==> src/rtl/u8u16_pkg.sv <==
`timescale 1ns / 1ps

package u8u16_pkg;

    localparam logic [15:0] REPL_UNIT   = 16'hFFFD;
    localparam logic [20:0] CP_MAX      = 21'h10FFFF;
    localparam logic [20:0] SURR_LO     = 21'h00D800;
    localparam logic [20:0] SURR_HI     = 21'h00DFFF;
    localparam logic [20:0] SUPP_BASE   = 21'h010000;
    localparam logic [15:0] HI_BASE     = 16'hD800;
    localparam logic [15:0] LO_BASE     = 16'hDC00;
    localparam logic [9:0]  LO_MASK     = 10'h3FF;
    localparam logic [20:0] MIN_2B      = 21'h000080;
    localparam logic [20:0] MIN_3B      = 21'h000800;
    localparam logic [20:0] MIN_4B      = 21'h010000;

    localparam int          PEND_DEPTH  = 4;
    localparam int          RES_DEPTH   = 3;
    localparam logic [1:0]  RES_FULL    = 2'd3;

    typedef logic [PEND_DEPTH-1:0][7:0] t_pend;

    typedef struct packed {
        logic        stall;
        logic [2:0]  used;
        logic        pair;
        logic [15:0] unit0;
        logic [15:0] unit1;
    } t_step;

    typedef struct packed {
        logic        clr;
        logic        wr;
        logic        emit;
        logic        last;
    } t_q_ctrl;

    typedef struct packed {
        logic        empty;
        logic        done;
    } t_q_stat;

endpackage

==> src/rtl/utf8_to_utf16_decoder_top.sv <==
`timescale 1ns / 1ps

// UTF-8 to UTF-16 transcoder.
// Slave channel: one UTF-8 byte per transaction on s_axis_tdata, s_axis_tlast
// marks the final byte of the stream. Master channel: one UTF-16 code unit per
// transaction; m_axis_tlast marks the final unit caused by an input byte and
// m_axis_tuser marks the final unit of the whole stream. Bytes that cause no
// unit produce no master transaction.
// The block takes one byte, then works on it alone. A single decode unit judges
// the sequence at the head of a four-byte holding buffer, one sequence at a
// time, writes the low half of a surrogate pair in a state of its own, and
// finds the buffer empty or waiting before it stops. Up to three units are
// collected and then sent one per cycle while the receiver is ready. The next
// byte is taken only after the last unit of the current one has been sent.
// Reset empties the holding buffer and the result queue; s_axis_tready is high
// after reset. While the receiver stalls, the current unit holds on the master
// channel and no new byte is taken.
module utf8_to_utf16_decoder_top
    import u8u16_pkg::*;
(
    input  logic        i_clk,
    input  logic        i_rst_n,
    input  logic        s_axis_tvalid,
    output logic        s_axis_tready,
    input  logic [7:0]  s_axis_tdata,   // byte_req
    input  logic        s_axis_tlast,   // last_byte
    output logic        m_axis_tvalid,
    input  logic        m_axis_tready,
    output logic [15:0] m_axis_tdata,   // code_unit
    output logic        m_axis_tlast,   // run_end
    output logic        m_axis_tuser    // stream_end
);

    typedef enum logic [3:0] {
        ST_IDLE = 4'b0001,
        ST_DEC  = 4'b0010,
        ST_PAIR = 4'b0100,
        ST_EMIT = 4'b1000
    } t_state;

    t_state      r_state, n_state;
    t_pend       r_pend, n_pend;
    logic [2:0]  r_cnt, n_cnt;
    logic        r_last, n_last;
    logic [15:0] r_lo, n_lo;

    t_step       step;
    t_q_ctrl     qc;
    t_q_stat     qs;
    logic [15:0] q_data;
    logic        in_xfer;

    u8u16_step u_step (
        .i_pend (r_pend),
        .i_cnt  (r_cnt),
        .i_last (r_last),
        .o_step (step)
    );

    u8u16_resq u_resq (
        .i_clk         (i_clk),
        .i_rst_n       (i_rst_n),
        .i_ctrl        (qc),
        .i_wr_data     (q_data),
        .o_stat        (qs),
        .m_axis_tvalid (m_axis_tvalid),
        .m_axis_tready (m_axis_tready),
        .m_axis_tdata  (m_axis_tdata),
        .m_axis_tlast  (m_axis_tlast),
        .m_axis_tuser  (m_axis_tuser)
    );

    assign s_axis_tready = (r_state == ST_IDLE);
    assign in_xfer       = s_axis_tvalid & s_axis_tready;

    always_comb begin
        n_state = r_state;
        n_pend  = r_pend;
        n_cnt   = r_cnt;
        n_last  = r_last;
        n_lo    = r_lo;
        qc      = '0;
        qc.last = r_last;
        q_data  = step.unit0;

        case (r_state)
            ST_IDLE: begin
                if (in_xfer) begin
                    qc.clr = 1'b1;
                    n_last = s_axis_tlast;
                    if (!r_cnt[2]) begin
                        n_pend[r_cnt[1:0]] = s_axis_tdata;
                        n_cnt              = r_cnt + 3'd1;
                    end
                    n_state = ST_DEC;
                end
            end
            ST_DEC: begin
                if ((r_cnt == 3'd0) || step.stall) begin
                    n_state = qs.empty ? ST_IDLE : ST_EMIT;
                end else begin
                    qc.wr = 1'b1;
                    n_cnt = r_cnt - step.used;
                    case (step.used)
                        3'd1:    n_pend = {r_pend[3], r_pend[3:1]};
                        3'd2:    n_pend = {r_pend[3:2], r_pend[3:2]};
                        3'd3:    n_pend = {r_pend[3:1], r_pend[3]};
                        default: n_pend = r_pend;
                    endcase
                    if (step.pair) begin
                        n_lo    = step.unit1;
                        n_state = ST_PAIR;
                    end
                end
            end
            ST_PAIR: begin
                qc.wr   = 1'b1;
                q_data  = r_lo;
                n_state = ST_DEC;
            end
            ST_EMIT: begin
                qc.emit = 1'b1;
                if (qs.done) begin
                    n_state = ST_IDLE;
                end
            end
            default: begin
                n_state = ST_IDLE;
            end
        endcase
    end

    always_ff @(posedge i_clk) begin
        if (!i_rst_n) begin
            r_state <= ST_IDLE;
            r_cnt   <= '0;
            r_last  <= 1'b0;
        end else begin
            r_state <= n_state;
            r_cnt   <= n_cnt;
            r_last  <= n_last;
        end
    end

    always_ff @(posedge i_clk) begin
        r_pend <= n_pend;
        r_lo   <= n_lo;
    end

`ifndef SYNTHESIS
    a_held_bound: assert property (@(posedge i_clk) disable iff (!i_rst_n)
        (r_state == ST_IDLE) |-> (r_cnt <= 3'd3))
        else $error("holding buffer over three bytes while idle");

    a_drain_on_last: assert property (@(posedge i_clk) disable iff (!i_rst_n)
        ((r_state == ST_IDLE) && r_last) |-> (r_cnt == 3'd0))
        else $error("bytes left after end of stream");

    a_sides_apart: assert property (@(posedge i_clk) disable iff (!i_rst_n)
        !(s_axis_tready && m_axis_tvalid))
        else $error("input ready while results pending");

    a_emit_nonempty: assert property (@(posedge i_clk) disable iff (!i_rst_n)
        (r_state == ST_EMIT) |-> !qs.empty)
        else $error("emitting from empty result queue");
`endif

endmodule

==> src/rtl/u8u16_step.sv <==
`timescale 1ns / 1ps

module u8u16_step
    import u8u16_pkg::*;
(
    input  t_pend      i_pend,
    input  logic [2:0] i_cnt,
    input  logic       i_last,
    output t_step      o_step
);

    logic [7:0]  b0;
    logic [2:0]  c_ok;
    logic [1:0]  extra;
    logic [20:0] cp;
    logic [20:0] minv;
    logic [20:0] v;
    logic        bad_seq;
    logic        out_rng;

    always_comb begin
        b0      = i_pend[0];
        c_ok[0] = (i_pend[1][7:6] == 2'b10);
        c_ok[1] = (i_pend[2][7:6] == 2'b10);
        c_ok[2] = (i_pend[3][7:6] == 2'b10);

        extra = 2'd0;
        minv  = '0;
        if (b0[7:5] == 3'b110) begin
            extra = 2'd1;
            minv  = MIN_2B;
        end else if (b0[7:4] == 4'b1110) begin
            extra = 2'd2;
            minv  = MIN_3B;
        end else if (b0[7:3] == 5'b11110) begin
            extra = 2'd3;
            minv  = MIN_4B;
        end

        case (extra)
            2'd1:    cp = {10'd0, b0[4:0], i_pend[1][5:0]};
            2'd2:    cp = {5'd0, b0[3:0], i_pend[1][5:0], i_pend[2][5:0]};
            2'd3:    cp = {b0[2:0], i_pend[1][5:0], i_pend[2][5:0], i_pend[3][5:0]};
            default: cp = {13'd0, b0};
        endcase

        out_rng = (cp < minv) || (cp > CP_MAX) || ((cp >= SURR_LO) && (cp <= SURR_HI));

        o_step.stall = 1'b0;
        o_step.used  = {1'b0, extra} + 3'd1;
        bad_seq      = 1'b0;

        if (b0[7] == 1'b0) begin
            o_step.used = 3'd1;
        end else if (extra == 2'd0) begin
            bad_seq     = 1'b1;
            o_step.used = 3'd1;
        end else if (i_cnt <= {1'b0, extra}) begin
            o_step.stall = !i_last;
            bad_seq      = 1'b1;
            o_step.used  = 3'd1;
        end else if (!c_ok[0]) begin
            bad_seq     = 1'b1;
            o_step.used = 3'd2;
        end else if ((extra != 2'd1) && !c_ok[1]) begin
            bad_seq     = 1'b1;
            o_step.used = 3'd3;
        end else if ((extra == 2'd3) && !c_ok[2]) begin
            bad_seq     = 1'b1;
            o_step.used = 3'd4;
        end else if (out_rng) begin
            bad_seq     = 1'b1;
        end

        v = cp - SUPP_BASE;
        if (bad_seq) begin
            o_step.pair  = 1'b0;
            o_step.unit0 = REPL_UNIT;
        end else if (cp[20:16] != 5'd0) begin
            o_step.pair  = 1'b1;
            o_step.unit0 = HI_BASE + {6'd0, v[19:10]};
        end else begin
            o_step.pair  = 1'b0;
            o_step.unit0 = cp[15:0];
        end
        o_step.unit1 = LO_BASE + {6'd0, v[9:0] & LO_MASK};
    end

endmodule

==> src/rtl/u8u16_resq.sv <==
`timescale 1ns / 1ps

module u8u16_resq
    import u8u16_pkg::*;
(
    input  logic        i_clk,
    input  logic        i_rst_n,
    input  t_q_ctrl     i_ctrl,
    input  logic [15:0] i_wr_data,
    output t_q_stat     o_stat,
    output logic        m_axis_tvalid,
    input  logic        m_axis_tready,
    output logic [15:0] m_axis_tdata,  // code_unit
    output logic        m_axis_tlast,  // run_end
    output logic        m_axis_tuser   // stream_end
);

    logic [15:0] r_mem [RES_DEPTH];
    logic [1:0]  r_n;
    logic [1:0]  r_rd;
    logic        xfer;

    assign m_axis_tvalid = i_ctrl.emit;
    assign m_axis_tdata  = r_mem[r_rd];
    assign m_axis_tlast  = (r_rd == r_n - 2'd1);
    assign m_axis_tuser  = m_axis_tlast & i_ctrl.last;
    assign xfer          = m_axis_tvalid & m_axis_tready;

    assign o_stat.empty  = (r_n == 2'd0);
    assign o_stat.done   = xfer & m_axis_tlast;

    always_ff @(posedge i_clk) begin
        if (!i_rst_n) begin
            r_n  <= '0;
            r_rd <= '0;
        end else if (i_ctrl.clr) begin
            r_n  <= '0;
            r_rd <= '0;
        end else begin
            if (i_ctrl.wr && (r_n != RES_FULL)) begin
                r_n <= r_n + 2'd1;
            end
            if (xfer) begin
                r_rd <= r_rd + 2'd1;
            end
        end
    end

    always_ff @(posedge i_clk) begin
        if (i_ctrl.wr && !i_ctrl.clr && (r_n != RES_FULL)) begin
            r_mem[r_n] <= i_wr_data;
        end
    end

endmodule
==> config.mk <==
export PLATFORM = sky130hd
export DESIGN_NAME = utf8_to_utf16_decoder_top
export DESIGN_NICKNAME = d
export VERILOG_FILES = /design/src/rtl/u8u16_pkg.sv /design/src/rtl/utf8_to_utf16_decoder_top.sv /design/src/rtl/u8u16_step.sv /design/src/rtl/u8u16_resq.sv
export SDC_FILE = /design/constraint.sdc
export NUM_CORES = 1
export LEC_CHECK = 0
export BUFFER_PORTS_ARGS = -buffer_cell sky130_fd_sc_hd__buf_2
export CAP_MARGIN = 10
export CORE_MARGIN = 1.5
export CORE_UTILIZATION = 55
export DETAILED_ROUTE_END_ITERATION = 10
export GPL_ROUTABILITY_DRIVEN = 0
export HOLD_SLACK_MARGIN = 0.02
export PLACE_DENSITY = 0.75
export SLEW_MARGIN = 20
export SYNTH_ARGS = -nofsm -noshare
export SYNTH_HDL_FRONTEND = slang
export SYNTH_SLANG_ARGS = --single-unit
==> constraint.sdc <==
create_clock -name i_clk -period 4.39 [get_ports i_clk]
set_input_delay 0.878 -clock i_clk [delete_from_list [all_inputs] [get_ports i_clk]]
set_output_delay 0.878 -clock i_clk [all_outputs]
set_load 0.02 [all_outputs]
======== Word-level counts from Yosys, hierarchy flattened ========
Memory sizes are Yosys's and may differ from the RTL's. A register that Yosys moved wholly into a read port is not among the register bits.
Index checks and enable logic that the tools add are counted.
storage, ports and cells
  bits in registers ....................... 60
  bits in writable memories ............... 48
  input port bits ......................... 13
  output and inout port bits .............. 20
  logic and storage cells ................. 147
  memories kept ........................... 1
memories
  name          depth  width  rd ports  clocked after memory_dff  write ports  line              RTL
  u_resq.r_mem  3      16     1         1                         1            u8u16_resq.sv:18  logic [15:0] r_mem [RES_DEPTH];
operators by class
  $add $sub $neg .......................... 9
  order comparisons ....................... 7
  equality and inequality tests ........... 29
  mux-type cells .......................... 53
  bitwise gates (word level) .............. 8
  reductions and logical operators ........ 29
operators by type and width
  kind                    count
  $pmux 24 s3             1
  $mux 32                 2
  $pmux 32 s2             1
  $pmux 21 s3             1
  $mux 17                 3
  $mux 21                 2
  $add 15x11->16 const A  2
  $bwmux 32               1
  $mux 3                  9
  $mux 24                 1
  $ge 21x16->1 const B    1
  $gt 21x21->1 const B    1
  $le 21x16->1 const B    1
  $lt 21x21->1            1
  $mux 4                  5
  $sub 20x17->20 const B  1
  $demux 8 s2             1
  $mux 1                  16
  $mux 16                 1
  $pmux 4 s4              1
  $ne 2x2->1 const B      6
  $eq 2x2->1 const B      5
  $mux 2                  5
  $reduce_and 3->1        3
  other kinds (40)        64

======== Depth between registers and ports, before layout ========
  depth after elaboration ................. 20
  gate-level depth with buffers ........... 19

======== Cells and area by module ========
From an unflattened synthesis, not the netlist that was laid out.
second synthesis, totals
  cell total of the unflattened synthesis .. 646
  area total of the unflattened synthesis .. 6581.3 µm²
by module, submodules not included
  module                     times used  cells an instance  area an instance (µm²)
  utf8_to_utf16_decoder_top  1           261                2925.3
  u8u16_resq                 1           136                2107.0
  u8u16_step                 1           249                1549.0

======== Worst setup path after synthesis ========
Ideal clock, no wire load.
  path kind ............................... register -> register
  start point ............................. reg r_pend[5] (netlist bit)
  end point ............................... reg r_lo[0] (enable)
  arrival time ............................ 3.325 ns
  data required time ...................... 4.014 ns
  setup slack ............................. 0.689 ns
  cell stages (with the launch flop) ...... 19
  path buffers ............................ 3
  path through ............................ edfxtp_1 > buf_2 > clkbuf_1 > and3_1 > nand2_1 > inv_1 > ha_1 > buf_2 > nand3_1 > nor2_4 > nand2_1 > inv_1 > ha_1 > a31o_1 > a21o_1 > o41a_1 > a21oi_1 > o41a_1 > nor2_1
between the ends
  word-level cells in the longest chain between the ends .. 18
ends and longest elaborated chain
  element                                                       line                                RTL
  start: declaration                                            utf8_to_utf16_decoder_top.sv:42     t_pend r_pend, n_pend;
  start signal: assignment                                      utf8_to_utf16_decoder_top.sv:146    r_pend <= n_pend;
  $eq 5x5->1                                                    u8u16_step.sv:35                    end else if (b0[7:3] == 5'b11110) begin
  $mux 2                                                        u8u16_step.sv:35
  $mux 2                                                        u8u16_step.sv:32                    end else if (b0[7:4] == 4'b1110) begin
  $mux 2                                                        u8u16_step.sv:29                    if (b0[7:5] == 3'b110) begin
  $eq 2x2->1 (tied with other cells)                            u8u16_step.sv:40, u8u16_step.sv:68
  $pmux 21 s3                                                   u8u16_step.sv:40                    case (extra)
  $lt 21x21->1 (tied with other cells)                          u8u16_step.sv:47                    out_rng = (cp < minv) || (cp > CP_MAX) || ((cp >= SURR_LO) && (cp <= SURR_HI));
  $logic_or 1x1->1 / $logic_and 1x1->1 (equally long branches)  u8u16_step.sv:47
  [... 2 more ...]                                              -
  $mux 1                                                        u8u16_step.sv:68                    end else if ((extra == 2'd3) && !c_ok[2]) begin
  $mux 1                                                        u8u16_step.sv:65                    end else if ((extra != 2'd1) && !c_ok[1]) begin
  $mux 1                                                        u8u16_step.sv:62                    end else if (!c_ok[0]) begin
  $mux 1                                                        u8u16_step.sv:58                    end else if (i_cnt <= {1'b0, extra}) begin
  $mux 1                                                        u8u16_step.sv:55                    end else if (extra == 2'd0) begin
  $mux 1                                                        u8u16_step.sv:53                    if (b0[7] == 1'b0) begin
  $mux 17                                                       u8u16_step.sv:76                    if (bad_seq) begin
  $reduce_and 3->1 (no line) (*)                                -
  end signal: assignment                                        utf8_to_utf16_decoder_top.sv:147    r_lo <= n_lo;
  end: declaration                                              utf8_to_utf16_decoder_top.sv:45     logic [15:0] r_lo, n_lo;
Mark *: on every way between the ends. The rest lies on a longest branch, timed or not.
A chain may end at the register's enable or synchronous reset.

======== Worst setup path after layout ========
  start point ............................. reg r_pend[7] (netlist bit)
  end point ............................... mem u_resq.r_mem[0][15] (data pin)
between the ends
  word-level cells in the longest chain between the ends .. 18
ends and longest elaborated chain
  element                                                  line                             RTL
  branches (longest 16 deep; another with $sub 20x17->20)  -
  $mux 17 (*)                                              u8u16_step.sv:76
  $mux 16 (*)                                              utf8_to_utf16_decoder_top.sv:86  case (r_state)
  named net q_data[15]                                     utf8_to_utf16_decoder_top.sv:50  logic [15:0] q_data;
  end: declaration                                         u8u16_resq.sv:18
Mark *: on every way through the listed nets, which the timed path passes.

==> PnR_summary.wiki <==
{| class="wikitable"
! Metric !! Value
|-
| Vias || 4491
|-
| Category of the most critical setup path || reg -> reg
|-
| Number of cells upsized or downsized after cts || 0
|-
| Worst-Skew Late Latency || 380 ps
|-
| Buffers on Ports || 32
|-
| RSZ-0062 raised after global routing || no
|-
| Die height || approximately 110 um
|-
| Count of unresolved DRC violations after routing || 0
|-
| Global-route congestion overflow total || 0
|-
| Number of antenna violations at the first check in global routing || 0
|-
| Actual slew at the worst max-slew pin || a little under 1000 ps
|-
| Worst setup slack for register-to-register paths || between 300 and 400 ps
|-
| Die Span X || roughly 110 um
|-
| Initial DRC Count || approximately 560
|-
| Mean number of vias per cell || approximately 6.3
|-
| Netlist Area Pre-Place || between 5000 and 6000 um2
|-
| Count of warnings emitted by yosys || 0
|-
| Share of cells above drive strength 1 || 12.91%
|-
| Relative max-transition margin || a little over a third
|-
| Starting density of the core || a little under three fifths
|-
| Share of cell area taken by muxes after synthesis || approximately 4.3%
|-
| Area after DPL || around 6000 um2
|-
| Compound-Gate Fraction of Synth Area || between 15 and 20%
|-
| Post-CTS Setup Bufs || 0
|-
| Leakage component of the power || approximately 0.0022 uW
|-
| Final Instance Area || between 6000 and 7000 um2
|-
| Worst vdd ir || about 0.00018 V
|-
| Synthesized area per cell || 10.40 um2
|-
| Clock Power Share || 26.5%
|-
| Share of total power in sequential cells || between 50% and 60%
|-
| PwrDens || approximately 390 nW/um2
|-
| Final worst clock skew || 10.93 ps
|-
| Final setup violation count || 0
|-
| Number of clock sinks || between 100 and 150
|-
| Routed len/inst || roughly 18 um
|-
| Maximum number of pins on one net before global-route repair || 33
|-
| Buffer cell driving the clock tree root || clkbuf_8
|-
| Largest buffer count on any clock path || 2
|-
| Via count of the first global-routing pass || around 4200
|-
| Basic-gate share of the synthesized area counting and, or, nand and nor cells || between 15 and 20%
|-
| Net switching power of the design || 764.2 uW
|-
| Detailed placement HPWL || about 9300 um
|-
| CP Data Required Time || 4490 ps
|-
| Post-Synth XOR/XNOR Area || about 1.2%
|-
| Share of total power in combinational logic || between 20% and 30%
|-
| Power Total || 2475 uW
|-
| # Max-Cap Violations || 0
|-
| Final hold violation count || 0
|-
| Ratio of final minimum period to clock period || 91.81%
|-
| Total Routing Usage GR || 24.08%
|-
| TritonCTS clock tree || built
|-
| Category of the worst setup path capture point || register
|-
| Top FF cell, synth || edfxtp_1
|-
| Most frequent standard cell in the layout excluding fill and tap cells || edfxtp_1
|-
| Type of the most critical hold path || reg -> reg
|-
| Setup TNS || 0 ps
|-
| Clock-pin transition on the worst setup and hold timing paths || 100 ps
|-
| Num CTS Buffers || 9
|-
| Syn nets || approximately 600
|-
| CP max FO || 12
|-
| Max Clock Freq || about 0.25 GHz
|-
| Antenna cell count || 0
|-
| Largest family of logic cells by synthesized area || simple AND/OR/NAND/NOR gates
|-
| Number of hold buffers added after CTS || 0
|-
| Placeable core area || 10320 um2
|-
| Leading cell types in the layout, fill and taps excluded || edfxtp_1 (90), nand2_1 (62), nor2_1 (45)
|-
| Asr flop ratio synth || 0%
|-
| Cells after Synth || 562
|-
| Count of state elements after synthesis || ~100
|-
| Area share of fa/ha/maj cells after synthesis || 3.766%
|-
| Type of origin of the critical path || register
|-
| Distinct cells, synth || 70
|-
| Cell Count Post-Placement || 701
|-
| Post-synth EDFFs || 90
|-
| Data arrival at the endpoint of the critical path || between 4000 and 5000 ps
|-
| Remaining number of nets flagged by the antenna check after routing || 0
|-
| Placement row count || 37
|-
| Detailed Routing Iterations Pass 1 || 6
|-
| Status || finished, final reports clean
|-
| Fraction of the yosys area taken by sequential cells || roughly 50%
|-
| Internal portion of total power || 1711 uW
|-
| Nets@finish || 606
|-
| Number of primary I/O pins || 33
|-
| H-tree depth || 3
|-
| Cell count of the worst hold path || 2
|-
| Layout Area Growth over Synthesis || 7.832%
|-
| First-pass GRT wire length || 21090 um
|-
| Post-detailed-routing wire length || approximately 13000 um
|-
| Die area || around 11000 um2
|-
| Count of pins over their slew limit || 0
|-
| Switching fraction of total power || a little under a third
|-
| Count of cells along the worst register-to-register path || 14
|-
| Count of non-filler cells in the finished layout || ~720
|-
| Tmin final || approximately 4000 ps
|}
[state kept, by name, indices dropped and copies added, names as in the netlist, named ones only]
| signal | cells |
|---|---|
| u_resq.r_n | 2 |
| r_pend | 32 |
| u_resq.r_rd | 2 |
| r_cnt | 3 |
| r_state | 4 |
| r_lo | 10 |
| u_resq.r_mem | 48 |
| r_last | 1 |
[layer usage]
layer | global-route usage (%) | vias up | share of wire [%]
met3 | 3.372 | 39 | 5.4
met1 | 30.68 | 2127 | 43
li1 | - | 2140 | -
met4 | 12.07 | 0 | 3.1
met2 | 40.23 | 185 | 49
met5 | 0 | - | 0
[worst paths after layout]
kind | startpoint | endpoint
max | r_pend[7] | u_resq.r_mem[0][15]
max reg2reg | r_pend[7] | u_resq.r_mem[0][15]
min reg2reg | r_last | r_last
min | r_last | r_last
[synthesized netlist by cell type (all sizes together), types with 14 or more instances]
cell     n  share of area [%]
a21oi   24                2.1
and2    15                1.6
and3    15                1.6
clkbuf  26                1.7
dfxtp   14                4.8
edfxtp  90                 46
ha      16                3.4
inv     23                1.5
mux2i   24                4.1
nand2   63                4.1
nand3   14                1.2
nor2    47                3.3
o21ai   37                3.2
[logic make-up after synthesis]
family | after synthesis
xor gates and xnor gates | 8
and+or+nand+nor | 202
AOI/OAI and AO/OA | 145
muxes | 25
adders and majority gates | 17
DFF | 104
buffers and inverters | 61
[cell type report]
| class | count | area [um2] |
|---|---|---|
| fill | 848 | 4019 |
| timing repair buffer | 41 | 227.7 |
| sequential | 104 | 2983 |
| clock buffer | 12 | 135.1 |
| inverter | 23 | 86.33 |
| multi-input combinational | 397 | 2625 |
| tap | 136 | 170.2 |
| clock inverter | 4 | 77.57 |
[worst max-delay path, stage by stage, from the launching register on]
cell      delay (ps)
edfxtp_1         610
nand2_2          250
a21oi_1          250
ha_1             210
nand3_1          250
nor2_4           290
nand2_1          130
inv_1            120
ha_1             150
a31o_1           130
a21o_1           100
o41a_1           140
a21oi_1           60
o41a_1           490
or4_1            570
[through the flow]
stage	worst slack (ps)	hold WS, ps	util [%]
2_1_floorplan	688.8	451.9	-
3_3_place_gp	675.6	481.2	59.01
3_5_place_dp	463.9	489.7	59.01
4_1_cts	436.4	502.7	61.07
5_1_grt	140.6	524.5	61.07
6_report	359.7	496.8	61.07
[power by group through the flow]
stage,combinational [uW],sequential [uW],clock [uW]
after floorplan,458,1220,0
after global placement,542,1270,0
after detailed placement,554,1270,0
after CTS,558,1250,667
after global routing,628,1260,704
final,566,1250,656
Power figures use the tool's default switching activity.
